--- src/rtl/yhdd_pkg.sv ---
// Shared types and constants for the yaw hold differential drive unit.
package yhdd_pkg;

  localparam int unsigned CmdW   = 11;
  localparam int unsigned DeltaW = 12;
  localparam int unsigned MixW   = 13;
  localparam int unsigned QuotW  = 11;

  localparam logic [QuotW-1:0] QuotSat = 11'd1024;

  localparam logic signed [16:0] WrapHalf = 17'sd18000;
  localparam logic signed [16:0] WrapFull = 17'sd36000;

  localparam logic [2:0] RegTargetHeading = 3'd0;
  localparam logic [2:0] RegRunTimeMs     = 3'd1;
  localparam logic [2:0] RegBaseDrive     = 3'd2;
  localparam logic [2:0] RegGoReverse     = 3'd3;
  localparam logic [2:0] RegGainStraight  = 3'd4;
  localparam logic [2:0] RegGainTurn      = 3'd5;
  localparam logic [2:0] RegDeltaUpper    = 3'd6;
  localparam logic [2:0] RegDeltaLower    = 3'd7;

  localparam logic [9:0]         BaseDriveReset  = 10'd300;
  localparam logic [15:0]        GainReset       = 16'd100;
  localparam logic signed [10:0] DeltaUpperReset = 11'sd500;
  localparam logic signed [10:0] DeltaLowerReset = -11'sd500;

  typedef enum logic [1:0] {
    OP_TICK  = 2'd0,
    OP_START = 2'd1,
    OP_STOP  = 2'd2
  } opcode_e;

  typedef enum logic [1:0] {
    ACT_KEEP    = 2'd0,
    ACT_HALT    = 2'd1,
    ACT_CONTROL = 2'd2
  } action_e;

  typedef struct packed {
    logic signed [15:0] target_heading;
    logic [31:0]        run_time_ms;
    logic [9:0]         base_drive;
    logic               go_reverse;
    logic [15:0]        gain_straight;
    logic [15:0]        gain_turn;
    logic signed [10:0] delta_upper;
    logic signed [10:0] delta_lower;
  } cfg_t;

  typedef struct packed {
    action_e            act;
    logic               fresh;
    logic               moving;
    logic signed [15:0] err;
    logic               neg;
  } item_t;

endpackage

--- src/rtl/yaw_hold_differential_drive_unit.sv ---
// Top level of the yaw hold differential drive unit.
// Each accepted beat yields exactly one result beat. It passes through registers a_q, b_q, c_q
// and d_q into the output register, and a new beat can be taken every cycle unless m_axis_tready
// holds the output back. The correction pipeline computes the error magnitude times gain,
// the constant scale, and the reciprocal multiply that divides by
// the per mille denominator, each behind its own register. Start, stop, timeout and yaw hold
// take effect at the accepted beat; the drive commands and heading error are committed in beat
// order as results enter the output register, which holds a result while the next beats move in.
module yaw_hold_differential_drive_unit #(
  parameter int PWM_FLOOR = -1000,
  parameter int PWM_CEIL  = 1000,
  parameter int SCALE_NUM = 1,
  parameter int SCALE_DEN = 1,
  parameter int TICK_MS   = 1,
  parameter int BASE_CAP  = 1000
) (
  input  logic        clk_i,
  input  logic        rst_ni,
  input  logic        cfg_we_i,
  input  logic [2:0]  cfg_index_i,
  input  logic [31:0] cfg_data_i,
  input  logic        s_axis_tvalid,
  output logic        s_axis_tready,
  input  logic [47:0] s_axis_tdata,  // now_tick, yaw_sample
  input  logic [2:0]  s_axis_tuser,  // opcode, yaw_ok
  output logic        m_axis_tvalid,
  input  logic        m_axis_tready,
  output logic [63:0] m_axis_tdata,  // moving, heading_error, left_drive, right_drive,
                                     // left_backward, right_backward, left_magnitude,
                                     // right_magnitude, zero fill
  output logic [0:0]  m_axis_tuser   // sample_fresh
);

  localparam int DIV     = 1000 * SCALE_DEN;
  localparam int SAT_LIM = 1024 * DIV;
  localparam int XW      = $clog2(SAT_LIM);
  localparam int LW      = $clog2(DIV);
  localparam int SH      = XW + LW;
  localparam int RW      = XW + 1;
  localparam int PW      = XW + RW;
  localparam int SNW     = $clog2(SCALE_NUM + 1);
  localparam int M2W     = 32 + SNW;
  localparam logic [RW-1:0] RECIP =
      RW'(((64'd1 << SH) + 64'(DIV) - 64'd1) / 64'(DIV));

  yhdd_pkg::cfg_t cfg_q;

  logic               run_q, run_d;
  logic [31:0]        start_q, start_d;
  logic signed [15:0] held_q, held_d;
  logic signed [yhdd_pkg::CmdW-1:0] cmd_l_q, cmd_l_d;
  logic signed [yhdd_pkg::CmdW-1:0] cmd_r_q, cmd_r_d;
  logic signed [15:0] last_err_q, last_err_d;

  logic        va_q, vb_q, vc_q, vd_q, vo_q;
  logic        go_a, go_b, go_c, go_d, go_o;
  logic        accept;

  yhdd_pkg::item_t item_d, a_q, b_q, c_q, d_q;
  logic [31:0]     b_prod_q;
  logic            c_sat_q, d_sat_q;
  logic [XW-1:0]   c_x_q;
  logic [PW-1:0]   d_prod_q;

  logic [31:0]        elapsed;
  logic signed [16:0] err_raw;
  logic signed [16:0] err_wrap;
  logic [15:0]        err_mag;
  logic [15:0]        gain;
  logic [M2W-1:0]     scaled;
  logic [yhdd_pkg::QuotW-1:0]         quot;
  logic signed [yhdd_pkg::DeltaW-1:0] delta;
  logic signed [yhdd_pkg::CmdW-1:0]   mix_l, mix_r;

  logic       straight;
  logic       lb, rb;
  logic [9:0] lm, rm;
  logic [63:0] out_data_q;
  logic        out_fresh_q;

  logic [9:0] base_wr;

  assign base_wr = (cfg_data_i[9:0] > 10'(BASE_CAP)) ? 10'(BASE_CAP) : cfg_data_i[9:0];

  always_ff @(posedge clk_i or negedge rst_ni) begin
    if (!rst_ni) begin
      cfg_q.target_heading <= '0;
      cfg_q.run_time_ms    <= '0;
      cfg_q.base_drive     <= yhdd_pkg::BaseDriveReset;
      cfg_q.go_reverse     <= 1'b0;
      cfg_q.gain_straight  <= yhdd_pkg::GainReset;
      cfg_q.gain_turn      <= yhdd_pkg::GainReset;
      cfg_q.delta_upper    <= yhdd_pkg::DeltaUpperReset;
      cfg_q.delta_lower    <= yhdd_pkg::DeltaLowerReset;
    end else if (cfg_we_i) begin
      unique case (cfg_index_i)
        yhdd_pkg::RegTargetHeading: cfg_q.target_heading <= $signed(cfg_data_i[15:0]);
        yhdd_pkg::RegRunTimeMs:     cfg_q.run_time_ms    <= cfg_data_i;
        yhdd_pkg::RegBaseDrive:     cfg_q.base_drive     <= base_wr;
        yhdd_pkg::RegGoReverse:     cfg_q.go_reverse     <= cfg_data_i[0];
        yhdd_pkg::RegGainStraight:  cfg_q.gain_straight  <= cfg_data_i[15:0];
        yhdd_pkg::RegGainTurn:      cfg_q.gain_turn      <= cfg_data_i[15:0];
        yhdd_pkg::RegDeltaUpper:    cfg_q.delta_upper    <= $signed(cfg_data_i[10:0]);
        yhdd_pkg::RegDeltaLower:    cfg_q.delta_lower    <= $signed(cfg_data_i[10:0]);
        default: ;
      endcase
    end
  end

  assign go_o   = !vo_q || m_axis_tready;
  assign go_d   = !vd_q || go_o;
  assign go_c   = !vc_q || go_d;
  assign go_b   = !vb_q || go_c;
  assign go_a   = !va_q || go_b;
  assign accept = s_axis_tvalid && go_a;
  assign s_axis_tready = go_a;

  always_comb begin
    item_d.act    = yhdd_pkg::ACT_KEEP;
    item_d.fresh  = 1'b0;
    run_d         = run_q;
    start_d       = start_q;
    held_d        = held_q;
    elapsed       = 32'((s_axis_tdata[31:0] - start_q) * 32'(TICK_MS));
    unique case (s_axis_tuser[1:0])
      yhdd_pkg::OP_START: begin
        start_d = s_axis_tdata[31:0];
        run_d   = 1'b1;
      end
      yhdd_pkg::OP_STOP: begin
        item_d.act = yhdd_pkg::ACT_HALT;
        run_d      = 1'b0;
      end
      yhdd_pkg::OP_TICK: begin
        if (run_q) begin
          if (s_axis_tuser[2]) held_d = $signed(s_axis_tdata[47:32]);
          item_d.fresh = s_axis_tuser[2];
          if (elapsed >= cfg_q.run_time_ms) begin
            item_d.act = yhdd_pkg::ACT_HALT;
            run_d      = 1'b0;
          end else begin
            item_d.act = yhdd_pkg::ACT_CONTROL;
          end
        end
      end
      default: ;
    endcase
    err_raw = 17'(cfg_q.target_heading) - 17'(held_d);
    priority if (err_raw > yhdd_pkg::WrapHalf) begin
      err_wrap = err_raw - yhdd_pkg::WrapFull;
    end else if (err_raw < -yhdd_pkg::WrapHalf) begin
      err_wrap = err_raw + yhdd_pkg::WrapFull;
    end else begin
      err_wrap = err_raw;
    end
    item_d.err    = err_wrap[15:0];
    item_d.neg    = err_wrap[16];
    item_d.moving = run_d;
  end

  always_ff @(posedge clk_i or negedge rst_ni) begin
    if (!rst_ni) begin
      run_q   <= 1'b0;
      start_q <= '0;
      held_q  <= '0;
    end else if (accept) begin
      run_q   <= run_d;
      start_q <= start_d;
      held_q  <= held_d;
    end
  end

  always_ff @(posedge clk_i or negedge rst_ni) begin
    if (!rst_ni) begin
      va_q <= 1'b0;
      vb_q <= 1'b0;
      vc_q <= 1'b0;
      vd_q <= 1'b0;
      vo_q <= 1'b0;
    end else begin
      if (go_a) va_q <= s_axis_tvalid;
      if (go_b) vb_q <= va_q;
      if (go_c) vc_q <= vb_q;
      if (go_d) vd_q <= vc_q;
      if (go_o) vo_q <= vd_q;
    end
  end

  assign err_mag = a_q.neg ? 16'(-a_q.err) : a_q.err;
  assign gain    = (cfg_q.base_drive != '0) ? cfg_q.gain_straight : cfg_q.gain_turn;
  assign scaled  = M2W'(b_prod_q) * M2W'(SCALE_NUM);

  always_ff @(posedge clk_i) begin
    if (go_a) a_q <= item_d;
    if (go_b) begin
      b_q      <= a_q;
      b_prod_q <= 32'(err_mag) * 32'(gain);
    end
    if (go_c) begin
      c_q     <= b_q;
      c_sat_q <= scaled >= M2W'(SAT_LIM);
      c_x_q   <= scaled[XW-1:0];
    end
    if (go_d) begin
      d_q      <= c_q;
      d_sat_q  <= c_sat_q;
      d_prod_q <= PW'(c_x_q) * PW'(RECIP);
    end
  end

  assign quot  = d_sat_q ? yhdd_pkg::QuotSat : yhdd_pkg::QuotW'(d_prod_q >> SH);
  assign delta = d_q.neg ? -$signed({1'b0, quot}) : $signed({1'b0, quot});

  yhdd_mixer #(
    .PWM_FLOOR (PWM_FLOOR),
    .PWM_CEIL  (PWM_CEIL)
  ) u_mixer (
    .delta_i     (delta),
    .cfg_i       (cfg_q),
    .left_cmd_o  (mix_l),
    .right_cmd_o (mix_r)
  );

  always_comb begin
    cmd_l_d    = cmd_l_q;
    cmd_r_d    = cmd_r_q;
    last_err_d = last_err_q;
    unique case (d_q.act)
      yhdd_pkg::ACT_HALT: begin
        cmd_l_d = '0;
        cmd_r_d = '0;
      end
      yhdd_pkg::ACT_CONTROL: begin
        cmd_l_d    = mix_l;
        cmd_r_d    = mix_r;
        last_err_d = d_q.err;
      end
      default: ;
    endcase
    straight = d_q.moving && (cfg_q.base_drive != '0);
    if (straight) begin
      lb = cfg_q.go_reverse;
      rb = cfg_q.go_reverse;
      lm = cmd_l_d[yhdd_pkg::CmdW-1] ? '0 : cmd_l_d[9:0];
      rm = cmd_r_d[yhdd_pkg::CmdW-1] ? '0 : cmd_r_d[9:0];
    end else begin
      lb = cmd_l_d[yhdd_pkg::CmdW-1];
      rb = cmd_r_d[yhdd_pkg::CmdW-1];
      lm = lb ? 10'(-cmd_l_d) : cmd_l_d[9:0];
      rm = rb ? 10'(-cmd_r_d) : cmd_r_d[9:0];
    end
  end

  always_ff @(posedge clk_i or negedge rst_ni) begin
    if (!rst_ni) begin
      cmd_l_q    <= '0;
      cmd_r_q    <= '0;
      last_err_q <= '0;
    end else if (go_o && vd_q) begin
      cmd_l_q    <= cmd_l_d;
      cmd_r_q    <= cmd_r_d;
      last_err_q <= last_err_d;
    end
  end

  always_ff @(posedge clk_i) begin
    if (go_o && vd_q) begin
      out_data_q  <= {3'b000, rm, lm, rb, lb, cmd_r_d, cmd_l_d, last_err_d, d_q.moving};
      out_fresh_q <= d_q.fresh;
    end
  end

  assign m_axis_tvalid   = vo_q;
  assign m_axis_tdata    = out_data_q;
  assign m_axis_tuser[0] = out_fresh_q;

endmodule

--- src/rtl/yhdd_mixer.sv ---
// Correction clamp, drive mixing and PWM saturation for both wheels.
module yhdd_mixer #(
  parameter int PWM_FLOOR = -1000,
  parameter int PWM_CEIL  = 1000
) (
  input  logic signed [yhdd_pkg::DeltaW-1:0] delta_i,
  input  yhdd_pkg::cfg_t                     cfg_i,
  output logic signed [yhdd_pkg::CmdW-1:0]   left_cmd_o,
  output logic signed [yhdd_pkg::CmdW-1:0]   right_cmd_o
);

  localparam logic signed [yhdd_pkg::MixW-1:0] Floor = yhdd_pkg::MixW'(PWM_FLOOR);
  localparam logic signed [yhdd_pkg::MixW-1:0] Ceil  = yhdd_pkg::MixW'(PWM_CEIL);

  logic signed [yhdd_pkg::DeltaW-1:0] upper;
  logic signed [yhdd_pkg::DeltaW-1:0] lower;
  logic signed [yhdd_pkg::DeltaW-1:0] d;
  logic signed [yhdd_pkg::MixW-1:0]   d_ext;
  logic signed [yhdd_pkg::MixW-1:0]   base;
  logic signed [yhdd_pkg::MixW-1:0]   l;
  logic signed [yhdd_pkg::MixW-1:0]   r;
  logic signed [yhdd_pkg::MixW-1:0]   l_sat;
  logic signed [yhdd_pkg::MixW-1:0]   r_sat;

  always_comb begin
    upper = yhdd_pkg::DeltaW'(cfg_i.delta_upper);
    lower = yhdd_pkg::DeltaW'(cfg_i.delta_lower);
    priority if (delta_i > upper) begin
      d = upper;
    end else if (delta_i < lower) begin
      d = lower;
    end else begin
      d = delta_i;
    end
    d_ext = yhdd_pkg::MixW'(d);
    base  = $signed({3'b000, cfg_i.base_drive});
    if (cfg_i.base_drive != '0) begin
      l = base - d_ext;
      r = base + d_ext;
      if (l < 0) l = '0;
      if (r < 0) r = '0;
    end else begin
      l = -d_ext;
      r = d_ext;
    end
    priority if (l < Floor) begin
      l_sat = Floor;
    end else if (l > Ceil) begin
      l_sat = Ceil;
    end else begin
      l_sat = l;
    end
    priority if (r < Floor) begin
      r_sat = Floor;
    end else if (r > Ceil) begin
      r_sat = Ceil;
    end else begin
      r_sat = r;
    end
  end

  assign left_cmd_o  = l_sat[yhdd_pkg::CmdW-1:0];
  assign right_cmd_o = r_sat[yhdd_pkg::CmdW-1:0];

endmodule
--- config.mk ---
export PLATFORM = sky130hd
export DESIGN_NAME = yaw_hold_differential_drive_unit
export DESIGN_NICKNAME = d
export VERILOG_FILES = /design/src/rtl/yhdd_pkg.sv /design/src/rtl/yaw_hold_differential_drive_unit.sv /design/src/rtl/yhdd_mixer.sv
export SDC_FILE = /design/constraint.sdc
export NUM_CORES = 2
export LEC_CHECK = 0
export ABC_AREA = 1
export BUFFER_PORTS_ARGS = -buffer_cell sky130_fd_sc_hd__buf_2
export CELL_PAD_IN_SITES_DETAIL_PLACEMENT = 2
export CELL_PAD_IN_SITES_GLOBAL_PLACEMENT = 2
export CORE_ASPECT_RATIO = 0.7
export CORE_MARGIN = 8
export CORE_UTILIZATION = 36
export CTS_CLUSTER_SIZE = 16
export DETAILED_ROUTE_END_ITERATION = 6
export PLACE_DENSITY_LB_ADDON = 0.2
export SYNTH_ARGS = -nofsm -noshare
export SYNTH_HDL_FRONTEND = slang
export SYNTH_SLANG_ARGS = --single-unit
--- constraint.sdc ---
create_clock -name clk_i -period 7.35 [get_ports clk_i]
set_input_delay 0.735 -clock clk_i [delete_from_list [all_inputs] [get_ports clk_i]]
set_output_delay 0.735 -clock clk_i [all_outputs]
set_load 0.02 [all_outputs]
==> results.rst <==
.. list-table::
   :header-rows: 1

   * - Metric
     - Value
   * - Die outline height
     - around 280 um
   * - Beginning of the worst register-to-register path
     - a_q[2]
   * - Number of clock buffers inserted by TritonCTS
     - 50
   * - Max incr delay on CP
     - 0.60 ns
   * - Wire length of the first global-routing pass
     - 207100 um
   * - Synth top area share
     - a little under a fifth
   * - Hold-fix buffers at CTS
     - 0
   * - Required time at the worst-slack endpoint
     - 7.71 ns
   * - Worst Setup Slack post-DPL
     - -0.5730 ns
   * - Row cnt
     - 96
   * - Yosys top cell by area
     - edfxtp_1
   * - Area occupied by registers
     - 11490 um2
   * - GR met1 Demand/Resource
     - 31.44%
   * - Post-Route WL
     - 135900 um
   * - Port Buf Inserts
     - 154
   * - Area inside the core boundary
     - ~97000 um2
   * - Peak-usage layer in the global routing report
     - met2
   * - Netlist area before placement
     - 35150 um2
   * - Layout cells sized above 1
     - 20.09%
   * - Maximum achievable frequency
     - 121.9 MHz
   * - Clock latency of the later-clocked register in the worst-skew pair
     - 0.64 ns
   * - Detail Route Antenna Nets
     - 0
   * - Register area share after synthesis
     - around a third
   * - Floorplan die area
     - 108000 um2
   * - Post-DP HPWL
     - 100100 um
   * - EDFF count, synth
     - 211
   * - Total clock sinks
     - 416
   * - Type of the tightest min-delay check
     - primary input to asynchronous set/reset pin
   * - Final Max Slew Viols
     - 0
   * - Placer Congestion
     - 0.8465
   * - Total routing usage reported by global routing
     - between 20% and 30%
   * - Overall via count from detail_route
     - 29700
   * - Number of failing setup endpoints in the final timing report
     - 11
   * - Maximum capacitance violations
     - 0
   * - Via density per instance
     - about 5
   * - Mean Syn Cell Area
     - 8.882 um2
   * - Initial cell density of the core
     - 36.08%
   * - Number of cells produced by synthesis
     - 3957
   * - Critical-path cell with the highest stage delay
     - fa_1
   * - Launch point of the worst path
     - a_q[2]
   * - Synthesis-stage register bit count
     - roughly 420
   * - Number of fill cells
     - 10660
   * - Setup slack on the worst flop-to-flop path
     - -0.86 ns
   * - Number of antenna violations at the first check in global routing
     - 9
   * - NumNets Final
     - 5223
   * - Overflow left after global routing
     - 0
   * - Maximum clock insertion buffer count
     - 3
   * - Transition at the pin with the smallest max-transition slack
     - 1.206 ns
   * - Die width
     - 389.5 um
   * - Buffer cell driving the clock tree root
     - clkbuf_16
   * - Unrepaired setup endpoints after global routing
     - true
   * - Boundary Pins
     - 158
   * - Area growth from synthesis to layout
     - 22.19%
   * - Number of iterations in the first detailed-routing pass
     - 5
   * - Synth Flop Type
     - edfxtp_1
   * - WL per Instance
     - 23.38 um
   * - DRC violation count after routing
     - 0
   * - Period utilization
     - 111.6%
   * - Startpoint Class
     - flip-flop
   * - Element type at the critical path end
     - flip-flop
   * - Violated checks
     - setup timing
   * - Endpoint of the worst register-to-register path
     - b_prod_q[31]
   * - Area taken by multi-input logic gates
     - 21320 um2
   * - Distinct cell type count after synthesis
     - 64
   * - Final-report hold violation count
     - 0
   * - Proportion of synthesized flip-flops having asynchronous set or reset
     - around half
   * - Most frequent standard cell in the layout excluding fill and tap cells
     - nand2_1
   * - Most used cells in the layout excluding fill and tap cells
     - nand2_1 (742), inv_1 (737), ha_1 (379)
   * - Path type of the worst setup path
     - flip-flop to flip-flop
   * - Register-to-Register Path Depth
     - between 40 and 50
   * - Met2 Use GR
     - 42.39%
   * - Post-route setup slack
     - -0.8550 ns
   * - Setup skew after layout
     - ~0.034 ns
   * - CTS H-tree depth
     - 2
   * - Max-slew headroom at the worst pin
     - 19.41%
   * - Status
     - finished, violations left
   * - Clock edge transition at the registers on the reported setup and hold paths
     - 0.07 ns
   * - Number of global-route vias before repair
     - 34180
   * - Global-route met3 utilization
     - ~4.6%
   * - Largest net degree at the start of global routing
     - 82
   * - Post-route minimum period
     - about 8.2 ns
   * - Largest fanout on the critical path
     - 3
   * - Clock tree from TritonCTS
     - built
   * - Most Frequent Cell on Critical Path
     - nand2_2
   * - Total number of yosys warnings
     - 0
   * - Starting DRC count in detailed routing
     - 1367
   * - Top post-synthesis cells by area
     - edfxtp_1 (18%), fa_1 (16%), ha_1 (14%), dfrtp_1 (13%), nand2_1 (8.3%)
   * - Arrival time at the worst endpoint
     - 8.57 ns
[cell type report]
cell class | count | area share (%)
timing repair buffer | 522 | 8.717
clock buffer | 62 | 3.234
multi-input combinational | 2673 | 49.64
inverter | 786 | 6.917
clock inverter | 30 | 0.8682
antenna | 2 | 0.01165
sequential | 416 | 26.76
tap | 1323 | 3.855
[Yosys cell counts, types with 9 or more instances]
| cell | n |
|---|---|
| a21oi_1 | 197 |
| clkbuf_1 | 76 |
| clkinv_1 | 9 |
| dfrtp_1 | 185 |
| dfstp_2 | 20 |
| edfxtp_1 | 211 |
| fa_1 | 283 |
| ha_1 | 400 |
| inv_1 | 764 |
| inv_2 | 12 |
| mux2i_1 | 14 |
| nand2_1 | 778 |
| nand2_2 | 22 |
| nand3_1 | 113 |
| nand3_2 | 12 |
| nand4_1 | 29 |
| nor2_1 | 265 |
| nor2_2 | 11 |
| nor3_1 | 26 |
| o21ai_0 | 248 |
| o21ai_1 | 29 |
| o21bai_1 | 18 |
| o22ai_1 | 9 |
| or2_2 | 9 |
| xnor2_1 | 26 |
| xor2_1 | 94 |
[through the flow]
step	hold WS [ns]	setup TNS, ns	instances	instance area (um2)	utilization [%]
floorplan	0.4003	-0.1249	3959	35350	-
global placement	0.4012	-0.7603	5662	39780	40.83
detailed placement	0.4065	-4.186	5662	39780	40.83
CTS	0.09535	-0.7091	5788	42270	43.39
global route	0.1191	-9.370	5813	42940	44.08
finish	0.04801	-4.881	5814	42940	44.08
[worst max-delay path by stage]
stage	end	slack [ns]
after CTS	b_prod_q[31]	-0.24
final	b_prod_q[31]	-0.86
after global routing	b_prod_q[31]	-1.20
after global placement	b_prod_q[31]	-0.26
after detailed placement	b_prod_q[30]	-0.57
after floorplan	b_prod_q[31]	-0.12
[kinds of logic (layout without fill, tap and decap cells)]
family | after synthesis | in the layout | synth area share, %
flip-flops | 416 | 416 | 32.69
multiplexers | 15 | 15 | 0.4307
AO/OA/AOI/OAI | 554 | 554 | 8.494
adder cells (fa/ha/maj) | 683 | 683 | 30.36
buffers and inverters | 871 | 1400 | 9.416
other | 1 | 5 | 0.01067
XOR/XNOR | 120 | 120 | 2.990
AND/OR/NAND/NOR | 1297 | 1298 | 15.60
[critical path, delay by kind of cell (launching register included)]
family / cells / cell delay [ns]
AO/OA/AOI/OAI: 5 / 0.76
buffers and inverters: 9 / 0.88
flip-flops: 1 / 0.44
XOR/XNOR: 2 / 0.19
adder cells (fa/ha/maj): 7 / 3.60
AND/OR/NAND/NOR: 21 / 2.02
[state kept, by name (all words and copies together), names as in the netlist, 11 cells and up]
register / count
a_q: 21
b_prod_q: 32
b_q: 21
c_q: 21
c_x_q: 20
cfg_q: 113
cmd_l_q: 11
cmd_r_q: 11
d_prod_q: 11
d_q: 21
held_q: 16
last_err_q: 16
m_axis_tdata: 61
start_q: 32
[what timing repair did]
action                                  4_1_cts  5_1_grt
hold endpoints to repair                      0        0
resized for setup                           102      133
pin swaps                                    59       74
cloned                                        1        1
setup buffers                                33       27
endpoints found under the setup margin       21       42
[per-layer routing]
layer / vias up / part of all wire, % / routed length (um)
met2: 656 / 48 / 65810
met3: 282 / 4.9 / 6644
met1: 15170 / 43 / 58890
li1: 13580 / - / -
met5: - / 0.043 / 58
met4: 10 / 3.3 / 4514
Power is not shown: default switching activity piles up to over one toggle a cycle in this logic, so the estimate is an artifact.
